==> src/hdl/cbcr_pkg.sv <==
// shared types, constants and cell functions for the circle-box collision block
`timescale 1ns / 1ps
package cbcr_pkg;

    localparam int COORD_BITS = 16;
    localparam int RAD_BITS   = 14;
    localparam int GAIN_BITS  = 9;
    localparam int GAIN_SHIFT = 8;
    localparam int CFG_BITS   = 14;
    localparam int IDX_BITS   = 2;
    // distances below the radius fit in radius bits
    localparam int ROOT_BITS  = RAD_BITS;
    localparam int SQ_BITS    = 2 * RAD_BITS + 1;
    // quotient of |d| * ovl / dist is at most ovl
    localparam int QUO_BITS   = RAD_BITS;
    localparam int NUM_BITS   = 2 * RAD_BITS;
    localparam int WIDE_BITS  = COORD_BITS + 3;
    // bit position handed to each root or divider cell
    localparam int POS_BITS   = 4;

    typedef enum logic [IDX_BITS-1:0] {
        REG_RADIUS = 2'd0,
        REG_WIDTH  = 2'd1,
        REG_HEIGHT = 2'd2,
        REG_GAIN   = 2'd3
    } reg_idx_t;

    // work item carried from cell to cell
    typedef struct packed {
        logic                          vld;
        logic                          hit;
        logic                          in_box;
        logic signed [COORD_BITS-1:0]  bx;
        logic signed [COORD_BITS-1:0]  by;
        logic signed [COORD_BITS-1:0]  vx;
        logic                          sx;
        logic                          sy;
        logic [RAD_BITS-1:0]           adx;
        logic [RAD_BITS-1:0]           ady;
        logic [RAD_BITS-1:0]           rad;
        logic [SQ_BITS-1:0]            rem;
        logic [ROOT_BITS-1:0]          root;
        logic [NUM_BITS-1:0]           numx;
        logic [NUM_BITS-1:0]           numy;
        logic [QUO_BITS-1:0]           qx;
        logic [QUO_BITS-1:0]           qy;
        logic signed [COORD_BITS-1:0]  nv;
    } cbcr_item_t;

    function automatic logic signed [COORD_BITS-1:0] sat_coord(
        input logic signed [WIDE_BITS-1:0] v);
        logic signed [WIDE_BITS-1:0] hi;
        logic signed [WIDE_BITS-1:0] lo;
        hi = WIDE_BITS'((1 <<< (COORD_BITS - 1)) - 1);
        lo = -hi - WIDE_BITS'(1);
        if (v > hi)
            return hi[COORD_BITS-1:0];
        else if (v < lo)
            return lo[COORD_BITS-1:0];
        return v[COORD_BITS-1:0];
    endfunction

endpackage

==> src/hdl/cbcr_root_cell.sv <==
// one restoring square-root cell: settles one root bit per cycle while en is high
`timescale 1ns / 1ps
module cbcr_root_cell
    import cbcr_pkg::*;
(
    input  logic                clk,
    input  logic                rst_n,
    input  logic                en,
    input  logic [POS_BITS-1:0] bit_pos,
    input  cbcr_item_t          din,
    output cbcr_item_t          dout
);

    cbcr_item_t dout_reg;
    cbcr_item_t dout_next;
    logic [SQ_BITS+1:0] trial;

    // trial root with this bit set, compare its square against the sum
    always_comb
    begin
        dout_next = din;
        trial = (SQ_BITS+2)'(din.root | (ROOT_BITS'(1) << bit_pos));
        if (trial * trial <= (SQ_BITS+2)'(din.rem))
            dout_next.root = trial[ROOT_BITS-1:0];
    end

    always_ff @(posedge clk or negedge rst_n)
    begin
        if (!rst_n)
            dout_reg.vld <= 1'b0;
        else if (en)
            dout_reg <= dout_next;
    end

    assign dout = dout_reg;

endmodule

==> config.mk <==
export PLATFORM = sky130hd
export DESIGN_NAME = cbcr_root_cell
export DESIGN_NICKNAME = d
export VERILOG_FILES = /design/src/hdl/cbcr_pkg.sv /design/src/hdl/cbcr_root_cell.sv
export SDC_FILE = /design/constraint.sdc
export NUM_CORES = 1
export LEC_CHECK = 0
export BUFFER_PORTS_ARGS = -buffer_cell sky130_fd_sc_hd__buf_2
export CORE_AREA = 3 3 188 190
export DETAILED_ROUTE_END_ITERATION = 8
export DIE_AREA = 0 0 191 193
export GPL_ROUTABILITY_DRIVEN = 0
export PLACE_DENSITY = 0.77
export SYNTH_ARGS = -nofsm -noshare
export SYNTH_HDL_FRONTEND = slang
export SYNTH_SLANG_ARGS = --single-unit
export TNS_END_PERCENT = 10
==> constraint.sdc <==
create_clock -name clk -period 0.8 [get_ports clk]
set_input_delay 0.12 -clock clk [delete_from_list [all_inputs] [get_ports clk]]
set_output_delay 0.12 -clock clk [all_outputs]
set_load 0.1 [all_outputs]
==> results of run 1 <==
[stage by stage]
stage                     setup slack, ns  hold slack (ns)
after floorplan                     -6.98           -0.176
after CTS                           -6.77           0.0116
after detailed placement            -7.66           0.0142
after global placement              -7.34           0.0105
[layer usage]
layer,GRT overflow,global-route usage [%]
met3,1,48.3
met2,7,82.7
met5,0,25.1
met1,0,62.6
met4,11,60.6
[timing repair]
action | 4_1_cts
gates cloned | 1
pin swaps | 29
resized for setup | 66
setup buffers | 13
hold buffers | 232
endpoints found under the hold margin | 232
setup endpoints to repair | 253
[logic make-up after synthesis]
| logic type | after synthesis |
|---|---|
| flip-flops | 238 |
| adder cells (fa/ha/maj) | 344 |
| AND/OR/NAND/NOR | 210 |
| XOR/XNOR | 31 |
| multiplexers | 1 |
| buffers and inverters | 297 |
| AO/OA/AOI/OAI | 136 |
==> results by group, run 1 <==
Logic synthesis
  – Synth Area in XOR/XNOR: 1.69%
  – Largest cells by area after synthesis: edfxtp_1 44%, fa_1 20%, ha_1 14%
  – Compound-cell area share of the yosys netlist: under 10%
  – Main synth FF type: edfxtp_1
  – Async set-reset flop share out of synthesis: 0.420%
  – Main combinational cell family by area after synthesis: adder cells
  – Mapped Cells: 1,257
  – Synth Net Count: approximately 1,800
  – Top cell type's share of synthesized area: 44.2%
  – EDFF count, synth: 237
  – Top-count cell post-synth: inv_1
  – Library cells used by synthesis: 60
  – Post-synthesis simple-gate area fraction: under 10%
  – Area leader, netlist: edfxtp_1
  – Yosys reg bits: 238
  – Synth Cell Area: 16,100 um2
  – Synthesis warning total: 0
  – Syn_area_per_cell: between 10 and 15 um2
  – Synth Area in Adders: 34.4%
  – Synth cell count leaders: 273 x inv_1, 237 x edfxtp_1, 180 x ha_1, 164 x fa_1, 107 x nor2_1
  – Seq/Total Area, Yosys: roughly 44%
  – Mux contribution to synthesized area: 0.0700%

Floorplan
  – Rows: 67
  – Starting Density: 47.9%
  – Die H: 193 um
  – # IOs: 483
  – Chip Width: around 190 um

Placed design
  – DP HPWL: 49,500 um
  – Area after DPL: around 25,000 um2
  – I/O Buffers: ~480
  – Placed cells: 2,416

Clock tree
  – Clock sink count: 238
  – Maximum buffer depth of the clock tree: 3
  – Clk root buf: clkbuf_16
  – H-tree depth: 1
  – Num CTS Buffers: 26

Global route
  – Largest net degree at the start of global routing: 32
  – Gr usage total: 63.8%
  – Total grt overflow: 19

Run status
  – Error: [ERROR GRT-0232] Routing congestion too high. Check the congestion heatmap in the GUI.
  – Status: stopped before the end
  – Exit stage: 5_1_grt

STA
  – Worst End Pin Type: register input
  – Worst_ep grt: dout[113]$_DFFE_PP_/D
==> run 2: changes to the inputs <==
- CORE_AREA: 3 3 188 190 -> 3 3 219 221
- DIE_AREA: 0 0 191 193 -> 0 0 222 224
- PLACE_DENSITY: 0.77 -> not set
- PLACE_DENSITY_LB_ADDON: not set -> 0.15
- clock period: 0.8 -> 1.05 ns (I/O delays scaled with it)
==> run 2 against run 1 <==
  * Area after synthesis unchanged
  * The flow now finishes, with violations (negative setup slack)
  * Synthesized cell count unchanged
==> results by group, run 2 <==
Run status
  – Status: finished with violations
  – Violated checks: negative setup slack

Setup path
  – Slowest cell delay on critical path: 0.53 ns
  – Crit path max-delay cell type: fa_1
  – Reg-to-Reg End: dout[237]$_DFFE_PN0P_
  – Critical path class: primary input to flip-flop
  – Crit path launch type: primary input
  – R2R cell count: 1
  – CP most frequent cell: fa_1
  – Worst-path fanout max: 7
  – Crit end category: flip-flop
  – Worst Path Required: 1.35 ns
  – R2R setup slack: 0.25 ns
  – WP data arrival: just under 8 ns
  – Reg2Reg Launch Point: dout[237]$_DFFE_PN0P_

Clock tree
  – Clk root buf: clkbuf_16
  – Num CTS Buffers: 27
  – Clock transition at the registers of the reported paths: 0.06 ns
  – CTS tree: done
  – Worst-Skew Late Latency: approximately 0.55 ns
  – Clock sink count: between 200 and 250
  – Maximum buffer depth of the clock tree: 3
  – H-tree depth: 1

STA
  – Hold_ws: 0.0189 ns
  – Final setup fails: around 250
  – Final hold viol count: 0
  – Final Max Tran Viols: 0
  – Final period util: 728%
  – RSZ-0062 raised after global routing: yes
  – FMAX: about 0.13 GHz
  – Worst slew pin tran: just under 0.6 ns
  – Setup Skew: 0 ns
  – Final setup margin: -6.59 ns
  – Tmin final: about 7.6 ns
  – Relative slew slack: between 60 and 70%
  – Setup TNS: -155.19 ns

Logic synthesis
  – Top cell type's share of synthesized area: between 40% and 50%
  – Area leader, netlist: edfxtp_1
  – Seq/Total Area, Yosys: 44.4%
  – Mapped Cells: 1,257
  – Synth Cell Area: around 16,000 um2
  – Library cells used by synthesis: 60
  – Top-count cell post-synth: inv_1
  – EDFF count, synth: 237
  – Synth cell count leaders: 273 x inv_1, 237 x edfxtp_1, 180 x ha_1, 164 x fa_1, 107 x nor2_1
  – Largest cells by area after synthesis: edfxtp_1 44%, fa_1 20%, ha_1 14%
  – Synth Net Count: 1,846
  – Synthesis warning total: 0
  – Main synth FF type: edfxtp_1
  – Yosys reg bits: 238
  – Async set-reset flop share out of synthesis: less than 1%
  – Syn_area_per_cell: roughly 13 um2

Detailed routing
  – Drt via density: approximately 4.6
  – Residual DRC count: 0
  – Wirelength per Cell: roughly 18 um
  – Detailed Route Iter0 Violations: 666
  – DRT Pass-1 Iters: 5
  – Vias: 13,300
  – Routed WL: 53,200 um
  – Routed Antenna Nets: 0

Global route
  – First-pass GRT wire length: between 80,000 and 90,000 um
  – Largest net degree at the start of global routing: 27
  – Vias in the first global route: 14,100
  – Initial antenna violation count: 9
  – Gr usage total: 21.0%
  – Total grt overflow: 0

Placed design
  – Placed cells: 2,596
  – I/O Buffers: ~480
  – DP HPWL: roughly 43,000 um

Power and ir drop
  – Combinational power share: 78.0%
  – Power Total: 95.9 mW
  – Switching power of the nets: between 40 and 50 mW
  – Int Pwr: 53.7 mW
  – Peak supply drop: 0.00510 V
  – Switching part of the total: 44.0%
  – Seq pwr share: 12.5%
  – Clock network power share: 9.5%
  – Leakage power: 13.8 nW
  – Power density cells: 3320 nW/um2

Cells and area
  – Fin cells: between 2,000 and 3,000
  – Most frequent cells in the layout: 270 x buf_4, 261 x inv_1, 255 x buf_12, 243 x buf_2, 237 x edfxtp_1
  – Commonest non-fill, non-tap cell in the layout: buf_4
  – Final Util: 62.4%
  – Largest register FFs: between 200 and 250
  – Final #Nets: between 2,000 and 3,000
  – Layout cells sized above 1: 40.6%
  – Area growth syn-to-layout: 79.7%

Floorplan
  – # IOs: slightly below 500
  – Chip Width: 222 um
  – Rows: 79
  – Starting Density: a little over a third
  – Die area: 49,700 um2
  – Die H: 224 um
  – Core area: 46,400 um2

Hold path
  – Worst hold stages: 4
  – Hold crit path type: primary input to flip-flop
  – HP Start: din[110]
  – Hold path endpoint: dout[110]$_DFFE_PP_

Flow run
  – Maxcap violations: 0
-- run 2: cell counts after synthesis --
No cell type changed its count.
-- run 2: timing repair --
action / CTS / global route
cloned: 1 / 0
resized for setup: 47 / 28
pin swaps: 35 / 22
hold endpoints to repair: 229 / 0
setup endpoints to repair: 252 / 252
setup buffers: 17 / 9
hold buffers: 230 / 0
-- run 2: through the flow --
step	worst slack, ns	cell area (um2)
after floorplan	-6.77	16400
after detailed placement	-7.32	25200
after CTS	-6.53	28700
final	-6.59	28900
after global routing	-6.86	28900
after global placement	-7.21	25200
-- run 2: cell type report --
cell class	instances	area [um2]
fillers	3563	17400
repair buffers	1009	10800
multi-input cells	722	8310
flip-flops and latches	238	7140
inverters	275	1040
well taps	607	759
clock buffers	29	683
clock inverters	20	179
diodes	8	20.0
-- run 2: worst max-delay path by stage --
stage,startpoint,to,depth (start not counted)
after floorplan,bit_pos[0],dout[103]$_DFFE_PP_,34
after global placement,bit_pos[2],dout[113]$_DFFE_PP_,34
after CTS,bit_pos[3],dout[107]$_DFFE_PP_,36
final,bit_pos[3],dout[101]$_DFFE_PP_,37
after global routing,bit_pos[3],dout[108]$_DFFE_PP_,39
after detailed placement,bit_pos[3],dout[113]$_DFFE_PP_,34
-- run 2: logic make-up after synthesis --
kind of cell	synth area share (%)
multiplexers	0.0700
buffers and inverters	7.11
AO/OA/AOI/OAI	6.52
adder cells (fa/ha/maj)	34.4
flip-flops	44.4
AND/OR/NAND/NOR	5.84
XOR/XNOR	1.69
-- run 2: layer usage --
| layer | wire length (um) | track usage [%] | part of all wire, % |
|---|---|---|---|
| met1 | 20700 | 26.1 | 39 |
| met2 | 28700 | 38.2 | 54 |
| met3 | 2590 | 3.04 | 4.9 |
| met4 | 1260 | 5.92 | 2.4 |
| met5 | 0 | 0 | 0 |
-- run 2: power by group through the flow --
| stage | clock network [mW] | registers, mW | logic [mW] |
|---|---|---|---|
| 3_5_place_dp | 0 | 12.1 | 67.6 |
| 5_1_grt | 9.85 | 12.0 | 80.1 |
| 6_report | 9.13 | 12.0 | 74.8 |
| 4_1_cts | 9.35 | 12.0 | 73.2 |
| 3_3_place_gp | 0 | 12.1 | 67.2 |
| 2_1_floorplan | 0 | 16.8 | 40.3 |
-- run 2: worst max-delay path: cells and delay by family --
| family | cells | cell delay (ns) |
|---|---|---|
| buf+inv | 12 | 1.06 |
| compound gates | 12 | 1.95 |
| fa+ha+maj | 10 | 4.27 |
| simple gates | 2 | 0.35 |
| xor+xnor | 1 | 0.12 |
(Power assumes the default switching activity.)
