<file path="config.mk">
export PLATFORM = sky130hd
export DESIGN_NAME = cbcr_div_cell
export DESIGN_NICKNAME = d
export VERILOG_FILES = /design/src/hdl/cbcr_pkg.sv /design/src/hdl/cbcr_div_cell.sv
export SDC_FILE = /design/constraint.sdc
export NUM_CORES = 1
export LEC_CHECK = 0
export ABC_AREA = 1
export BUFFER_PORTS_ARGS = -buffer_cell sky130_fd_sc_hd__buf_2
export CAP_MARGIN = 5
export CORE_AREA = 5 5 203 205
export CTS_CLUSTER_DIAMETER = 120
export DETAILED_ROUTE_END_ITERATION = 10
export DIE_AREA = 0 0 208 210
export SETUP_SLACK_MARGIN = 0.4
export SYNTH_ARGS = -nofsm -noshare
export SYNTH_HDL_FRONTEND = slang
export SYNTH_SLANG_ARGS = --single-unit
export TNS_END_PERCENT = 20
</file>
<file path="constraint.sdc">
create_clock -name clk -period 0.8 [get_ports clk]
set_input_delay 0.08 -clock clk [delete_from_list [all_inputs] [get_ports clk]]
set_output_delay 0.08 -clock clk [all_outputs]
set_load 0.02 [all_outputs]
</file>
<file path="src/hdl/cbcr_pkg.sv">
// shared types, constants and cell functions for the circle-box collision block
`timescale 1ns / 1ps
package cbcr_pkg;

    localparam int COORD_BITS = 16;
    localparam int RAD_BITS   = 14;
    localparam int GAIN_BITS  = 9;
    localparam int GAIN_SHIFT = 8;
    localparam int CFG_BITS   = 14;
    localparam int IDX_BITS   = 2;
    // distances below the radius fit in radius bits
    localparam int ROOT_BITS  = RAD_BITS;
    localparam int SQ_BITS    = 2 * RAD_BITS + 1;
    // quotient of |d| * ovl / dist is at most ovl
    localparam int QUO_BITS   = RAD_BITS;
    localparam int NUM_BITS   = 2 * RAD_BITS;
    localparam int WIDE_BITS  = COORD_BITS + 3;
    // bit position handed to each root or divider cell
    localparam int POS_BITS   = 4;

    typedef enum logic [IDX_BITS-1:0] {
        REG_RADIUS = 2'd0,
        REG_WIDTH  = 2'd1,
        REG_HEIGHT = 2'd2,
        REG_GAIN   = 2'd3
    } reg_idx_t;

    // work item carried from cell to cell
    typedef struct packed {
        logic                          vld;
        logic                          hit;
        logic                          in_box;
        logic signed [COORD_BITS-1:0]  bx;
        logic signed [COORD_BITS-1:0]  by;
        logic signed [COORD_BITS-1:0]  vx;
        logic                          sx;
        logic                          sy;
        logic [RAD_BITS-1:0]           adx;
        logic [RAD_BITS-1:0]           ady;
        logic [RAD_BITS-1:0]           rad;
        logic [SQ_BITS-1:0]            rem;
        logic [ROOT_BITS-1:0]          root;
        logic [NUM_BITS-1:0]           numx;
        logic [NUM_BITS-1:0]           numy;
        logic [QUO_BITS-1:0]           qx;
        logic [QUO_BITS-1:0]           qy;
        logic signed [COORD_BITS-1:0]  nv;
    } cbcr_item_t;

    function automatic logic signed [COORD_BITS-1:0] sat_coord(
        input logic signed [WIDE_BITS-1:0] v);
        logic signed [WIDE_BITS-1:0] hi;
        logic signed [WIDE_BITS-1:0] lo;
        hi = WIDE_BITS'((1 <<< (COORD_BITS - 1)) - 1);
        lo = -hi - WIDE_BITS'(1);
        if (v > hi)
            return hi[COORD_BITS-1:0];
        else if (v < lo)
            return lo[COORD_BITS-1:0];
        return v[COORD_BITS-1:0];
    endfunction

endpackage

</file>
<file path="src/hdl/cbcr_div_cell.sv">
// one restoring divider cell: settles one quotient bit of both push terms
`timescale 1ns / 1ps
module cbcr_div_cell
    import cbcr_pkg::*;
(
    input  logic                clk,
    input  logic                rst_n,
    input  logic                en,
    input  logic [POS_BITS-1:0] bit_pos,
    input  cbcr_item_t          din,
    output cbcr_item_t          dout
);

    cbcr_item_t dout_reg;
    cbcr_item_t dout_next;
    logic [NUM_BITS+QUO_BITS-1:0] dsh;

    // subtract the shifted divisor where it fits
    always_comb
    begin
        dout_next = din;
        dsh = (NUM_BITS+QUO_BITS)'(din.root) << bit_pos;
        if ((NUM_BITS+QUO_BITS)'(din.numx) >= dsh && din.root != '0)
        begin
            dout_next.numx = din.numx - dsh[NUM_BITS-1:0];
            dout_next.qx   = din.qx | (QUO_BITS'(1) << bit_pos);
        end
        if ((NUM_BITS+QUO_BITS)'(din.numy) >= dsh && din.root != '0)
        begin
            dout_next.numy = din.numy - dsh[NUM_BITS-1:0];
            dout_next.qy   = din.qy | (QUO_BITS'(1) << bit_pos);
        end
    end

    always_ff @(posedge clk or negedge rst_n)
    begin
        if (!rst_n)
            dout_reg.vld <= 1'b0;
        else if (en)
            dout_reg <= dout_next;
    end

    assign dout = dout_reg;

endmodule

</file>
==> results of run 1 <==
==> metal layers <==
layer,share of wire (%),GRT usage [%]
met3,5.9,4.81
met2,50,46.4
met5,0.021,0
met4,4.0,9.85
met1,40,32.6
==> logic make-up after synthesis <==
| kind of cell | Yosys count | share of synthesized area, % |
|---|---|---|
| flip-flops | 238 | 53.0 |
| XOR/XNOR | 28 | 1.82 |
| adder cells (fa/ha/maj) | 58 | 5.50 |
| AO/OA/AOI/OAI | 79 | 3.12 |
| AND/OR/NAND/NOR | 887 | 27.7 |
| multiplexers | 7 | 0.530 |
| buffers and inverters | 279 | 8.33 |
==> critical path, delay by kind of cell <==
| family | cells | cell delay, ps |
|---|---|---|
| mux | 1 | 180 |
| buf+inv | 4 | 550 |
| simple gates | 11 | 1190 |
| compound gates | 2 | 310 |
| fa+ha+maj | 1 | 330 |
==> layout make-up <==
class / count / share of cell area, %
multi-input cells: 1065 / 30.5
flip-flops and latches: 238 / 31.2
clock buffers: 31 / 3.02
inverters: 244 / 4.05
diodes: 4 / 0.0437
repair buffers: 890 / 27.8
well taps: 525 / 2.87
clock inverters: 15 / 0.497
==> metrics by stage <==
step                      worst slack, ps  power [mW]  std cells  utilization (%)  TNS [ps]
after global routing                -1660        43.8       3009             58.3   -228830
after global placement              -2580        27.1       2851             47.8   -271350
final                               -1570        41.8       3012             58.3   -212440
after detailed placement            -2650        27.2       2851             47.8   -279450
after floorplan                     -3240        21.7       1576                -   -927930
after CTS                           -1470        41.2       2998             56.3   -213260
==> what timing repair did <==
action                                  CTS  global route
endpoints found under the hold margin   238           200
cloned                                   11             4
setup buffers                            56             6
gates resized for setup                 391           184
endpoints found under the setup margin  551           585
pin swaps                                82            65
==> cell usage in the layout (no fill, tap or decap), types with 23 or more instances in the layout <==
cell type        n
nand3_2         41
inv_1          222
buf_6           67
nor2_1          42
edfxtp_1       237
nand2_1        465
a21oi_1         24
buf_4          326
clkbuf_16       31
nand3_1        114
buf_2          429
nand2_4         24
ha_4            33
dlygate4sd3_1   34
nand2_2        112
ha_1            23
==> worst max-delay path by stage <==
stage                     startpoint                 end  slack, ps  cells past startpoint
final                     bit_pos[0]  dout[94]$_DFFE_PP_      -1570                     19
after global placement    bit_pos[0]  dout[42]$_DFFE_PP_      -2580                     21
after detailed placement  bit_pos[0]  dout[42]$_DFFE_PP_      -2650                     21
after global routing      bit_pos[0]  dout[22]$_DFFE_PP_      -1660                     24
after floorplan                rst_n   dout[0]$_DFFE_PP_      -3240                      2
after CTS                 bit_pos[0]  dout[42]$_DFFE_PP_      -1470                     24
==> power by group through the flow <==
stage	Sequential (mW)	Clock (mW)	Combinational, mW
finish	15.3	11.5	14.9
global route	15.4	12.3	16.1
CTS	15.3	11.8	14.1
detailed placement	15.5	0	11.7
global placement	15.5	0	11.6
floorplan	16.8	0	4.86
==> reports/metrics.yaml, run 1 <==
pwr:
  switching_share_pct: 32.9
  p_per_area_mw_per_mm2: 1820
  p_comb_share_pct: 35.8
  leakagePower_nw: 11.2
  p_seq_share_pct: 36.6
  vdd_ir_drop_max_mv: 1.40
  internal-power_mw: 28.0
  p_switching_mw: 13.8
  power.share.clock_pct: 27.6
sta:
  fin_ws_ps: -1570
  fmax_mhz: 423
  maxSlewHeadroom_pct: 71.2
  tightest_slew_ps: 429
  rsz0062_at_grt: "yes"
  final-setup-viol-count: 323
  whs_ps: -284
  period_minus_slack_ps: 2370
  drv_slew: 0
  post-route-period-util_pct: 296
  hold_viol: 201
  skew_ps: 0
logic_synthesis:
  netlist_instances: 1576
  synthArstFlopShare_pct: 0.420
  yosysSeqAreaShare_pct: 53.0
  syn_nets: 1879
  synth_edf_count: 237
  yosysWarnings: 0
  synth_cell_types: 35
  synth_seq_cells: 238
  ys.flop_type: "edfxtp_1"
  synth_top_area_share_pct: 52.8
  synth_most_common_cell: "nand2_1"
  synth_area_leaders: "edfxtp_1 (53%), nand2_1 (17%), inv_1 (6.8%)"
  syn_area_mm2: 0.0135
  synth_common_cells: "nand2_1 (600), inv_1 (244), edfxtp_1 (237), nand3_1 (153), nor2_1 (69)"
  yosys.area.top_type: "edfxtp_1"
  avgSynthCellArea_um2: 8.54
placed_design:
  port_buffers: 482
  gp_congestion: 0.954
  dpl.hpwl_um: 48300
  placed_area_mm2: 0.0188
clock_tree:
  postCtsHoldBufs: 34
  cts_buffers: 27
  clockBufferDepth: 3
  cts_max_level: 1
  cts_tree: "done"
  numClockSinks: 238
  clock_latency_ps: 540
  clk_pin_slew_worst_paths_ps: 60
  cts_root_buf: "clkbuf_16"
global_routing:
  grt_max_degree: 59
  grt-ovfl-total: 0
  grt_pass1_wl_um: 88200
  grt_usage_pct: 26.4
  grt_pass1_vias: 14300
  antenna_found_initial: 4
job:
  maxCapViolCount: 0
route:
  drc: 0
  wl_um: 61500
  drt_iter0_markers: 820
  wl_per_cell_um: 20.4
  drt_pass1_iterations: 5
  vias_per_cell: 4.75
  vias: 14300
  ant_nets: 0
cells_and_area:
  final.fill_count: 3555
  postLayoutCellArea_mm2: 0.0229
  multi_input_area_mm2: 0.00698
  drive_above_1_share_pct: 50.2
  areaGrowthSynthToFinish_pct: 70.0
  seq_area_mm2: 0.00714
  largest_reg_flops: 238
  num-nets-final: 2769
worst_setup_path:
  rr_startpoint: "dout[237]$_DFFE_PN0P_"
  crit_fanout: 7
  r2r-end: "dout[237]$_DFFE_PN0P_"
  cp_data_arrival_time_ps: 2660
  worstSetupEndpointType: "flip-flop"
  reg2reg_slack_ps: -120
  cp-start-kind: "primary input"
  required_ps: 1100
  crit_chain: "buf_12, buf_8, mux2i_4, o21ai_2, nand2_1, o21ai_2, nand2_4, ha_4, nand2_2, buf_4, nor2_2, nand2_2, nor2_4, nand3_2, nand4_4, buf_12, nand2_8, nand2_2, nand2_1"
  max_stage_delay_ps: 330
  path_class: "primary input to flip-flop"
  worst-r2r-cell-count: 2
  cpMostUsedCell: "nand2_2"
  crit_slowest_cell: "ha_4"
floorplanning:
  core_area_mm2: 0.0393
  die_w_um: 208
  die_y_um: 210
  num_rows: 73
  io-pin-count: 483
  die_area_mm2: 0.0437
  start_util_pct: 34.3
status:
  outcome: "finished, violations left"
  violations: "hold timing, setup timing"
hold_path:
  min_from: "din[136]"
  holdPathEnd: "dout[136]$_DFFE_PP_"
  hold_depth: 1
  hold_path_class: "primary input to flip-flop"
Power figures use the tool's default switching activity.
==> run 2: changes to the inputs <==
- PLACE_DENSITY: unset -> 0.72
- REMOVE_ABC_BUFFERS: unset -> 1
==> reports/metrics.yaml, run 2 (synthesis gave the netlist of run 1 again) <==
status:
  outcome: "finished, violations left"  # unchanged
  violations: "hold timing, setup timing"  # unchanged
global_routing:
  grt_pass1_vias: 15100  # was 14300
  grt_usage_pct: 27.1  # was 26.4%
  antenna_found_initial: 6  # was 4
  grt_use_met2_pct: 50.3  # was 46.4%
  grt_max_degree: 41  # was 59
  grtUsageMet1_pct: 30.3  # was 32.6%
  grt-ovfl-total: 0  # unchanged
  grt_busiest_layer: "met2"  # unchanged
  grt_pass1_wl_um: 91500  # was 88200 µm
  grtUsageMet3_pct: 4.38  # was 4.81%
floorplanning:
  die_area_mm2: 0.0437  # unchanged
  num_rows: 73  # unchanged
  io-pin-count: 483  # unchanged
  die_y_um: 210  # unchanged
  core_area_mm2: 0.0393  # unchanged
  start_util_pct: 34.3  # unchanged
  die_w_um: 208  # unchanged
sta:
  hold_viol: 108  # was 201
  fin_ws_ps: -1770  # was -1570 ps
  skew_ps: 0  # unchanged
  period_minus_slack_ps: 2570  # was 2370 ps
  rsz0062_at_grt: "yes"  # unchanged
  maxSlewHeadroom_pct: 63.9  # was 71.2%
  final-setup-viol-count: 322  # was 323
  fmax_mhz: 390  # was 423 MHz
  post-route-period-util_pct: 321  # was 296%
  whs_ps: -280  # was -284 ps
  drv_slew: 0  # unchanged
  tightest_slew_ps: 541  # was 429 ps
job:
  maxCapViolCount: 0  # unchanged
pwr:
  leakagePower_nw: 11.6  # was 11.2 nW
  p_per_area_mw_per_mm2: 1860  # was 1820 mW/mm²
  vdd_ir_drop_max_mv: 1.50  # was 1.40 mV
route:
  wl_per_cell_um: 20.5  # was 20.4 µm
  ant_nets: 0  # unchanged
  drc: 0  # unchanged
  wl_um: 63400  # was 61500 µm
  drt_iter0_markers: 945  # was 820
  vias: 14900  # was 14300
  vias_per_cell: 4.81  # was 4.75
  drt_pass1_iterations: 5  # unchanged
cells_and_area:
  layout_commonest_cell: "nand2_1"  # unchanged
  postLayoutCellArea_mm2: 0.0237  # was 0.0229 mm²
  largest_reg_flops: 238  # unchanged
  final.fill_count: 3261  # was 3555
  multi_input_area_mm2: 0.00661  # was 0.00698 mm²
  num-nets-final: 2847  # was 2769
  seq_area_mm2: 0.00714  # unchanged
  areaGrowthSynthToFinish_pct: 76.1  # was 70.0%
  mostFrequentLayoutCells: "nand2_1 (520), buf_2 (411), buf_4 (310), edfxtp_1 (237), inv_1 (234)"  # was nand2_1 (465), buf_2 (429), buf_4 (326), edfxtp_1 (237), inv_1 (222)
  drive_above_1_share_pct: 44.7  # was 50.2%
  final_cells: 3095  # was 3012
clock_tree:
  cts_buffers: 28  # was 27
  numClockSinks: 238  # unchanged
  cts_max_level: 1  # unchanged
  cts_tree: "done"  # unchanged
  cts_root_buf: "clkbuf_16"  # unchanged
  clock_latency_ps: 550  # was 540 ps
  clockBufferDepth: 3  # unchanged
  clk_pin_slew_worst_paths_ps: 60  # about the same
  postCtsHoldBufs: 131  # was 34
placed_design:
  dpl.hpwl_um: 45300  # was 48300 µm
  port_buffers: 482  # unchanged
  gp_congestion: 0.988  # was 0.954
  placed_area_mm2: 0.0188  # about the same
  dp.cells: 2858  # was 2851
  pre_cts_ws_ps: -2710  # was -2650 ps
worst_setup_path:
  cp_data_arrival_time_ps: 2880  # was 2660 ps
  crit_chain: "buf_4, clkinvlp_4, buf_6, o21ai_4, nand2_1, o21ai_2, o21ai_2, buf_6, buf_12, ha_4, nand2_4, buf_12, buf_6, nor2_4, nand2_2, nor2_4, nand3_2, nand4_4, buf_6, buf_12, nand2_8, nand2_2, nand2_1"  # was buf_12, buf_8, mux2i_4, o21ai_2, nand2_1, o21ai_2, nand2_4, ha_4, nand2_2, buf_4, nor2_2, nand2_2, nor2_4, nand3_2, nand4_4, buf_12, nand2_8, nand2_2, nand2_1
  max_stage_delay_ps: 290  # was 330 ps
  worstSetupEndpointType: "flip-flop"  # unchanged
  crit_fanout: 7  # unchanged
  required_ps: 1110  # was 1100 ps
  worst-r2r-cell-count: 1  # was 2
  crit_slowest_cell: "ha_4"  # unchanged
  path_class: "primary input to flip-flop"  # unchanged
  critPathBufInv: 9  # was 4
  path_delay_family: "buffers and inverters"  # was simple AND/OR/NAND/NOR gates
  crit_cells: 23  # was 19
  reg2reg_slack_ps: 40  # was -120 ps
  cpMostUsedCell: "buf_6"  # was nand2_2
  cp-start-kind: "primary input"  # unchanged
hold_path:
  hold_depth: 1  # unchanged
  hold_path_class: "primary input to flip-flop"  # unchanged
run 2: per-stage QoR:
| step | TNS, ps | total power, mW | utilization, % |
|---|---|---|---|
| 2_1_floorplan | -1227890 | 21.5 | - |
| 3_3_place_gp | -284400 | 27.0 | 47.9 |
| 3_5_place_dp | -291330 | 27.2 | 47.9 |
| 4_1_cts | -232250 | 43.2 | 58.0 |
| 5_1_grt | -253360 | 46.1 | 60.4 |
| 6_report | -233580 | 44.2 | 60.4 |
run 2: where the power goes:
group          internal, mW  switching [mW]  leakage (nW)
sequential             15.0           0.407          2.23
clock                  7.82            5.64         0.465
combinational          7.02            8.32          8.89
total                  29.8            14.4          11.6
run 2: path summary, 6_finish.rpt:
check | start | end
worst min-delay path | din[150] | dout[150]$_DFFE_PP_
worst max-delay path | bit_pos[1] | dout[71]$_DFFE_PP_
worst min register to register | dout[237]$_DFFE_PN0P_ | dout[237]$_DFFE_PN0P_
worst max register to register | dout[237]$_DFFE_PN0P_ | dout[237]$_DFFE_PN0P_
min in group asynchronous | rst_n | dout[237]$_DFFE_PN0P_
max in group asynchronous | rst_n | dout[237]$_DFFE_PN0P_
run 2: layer usage:
layer	part of all wire (%)	vias to the layer above	wire [µm]
li1	-	7081	-
met1	36	7018	23000
met2	52	632	33000
met3	5.9	163	3760
met4	5.8	6	3690
met5	0.061	-	39
run 2: final cells by class:
type,instances,share of cell area (%)
Antenna cell,4,0.0422
Clock buffer,30,2.99
Clock inverter,22,1.08
Inverter,244,3.93
Tap cell,525,2.77
Timing Repair Buffer,967,31.2
Multi-Input combinational cell,1065,27.9
Sequential cell,238,30.1
run 2: what timing repair did:
item / CTS / global route
setup buffers: 24 / 5
endpoints found under the setup margin: 559 / 679
resized for setup: 247 / 229
hold endpoints to repair: 239 / 108
cloned: 18 / 3
pin swaps: 39 / 52
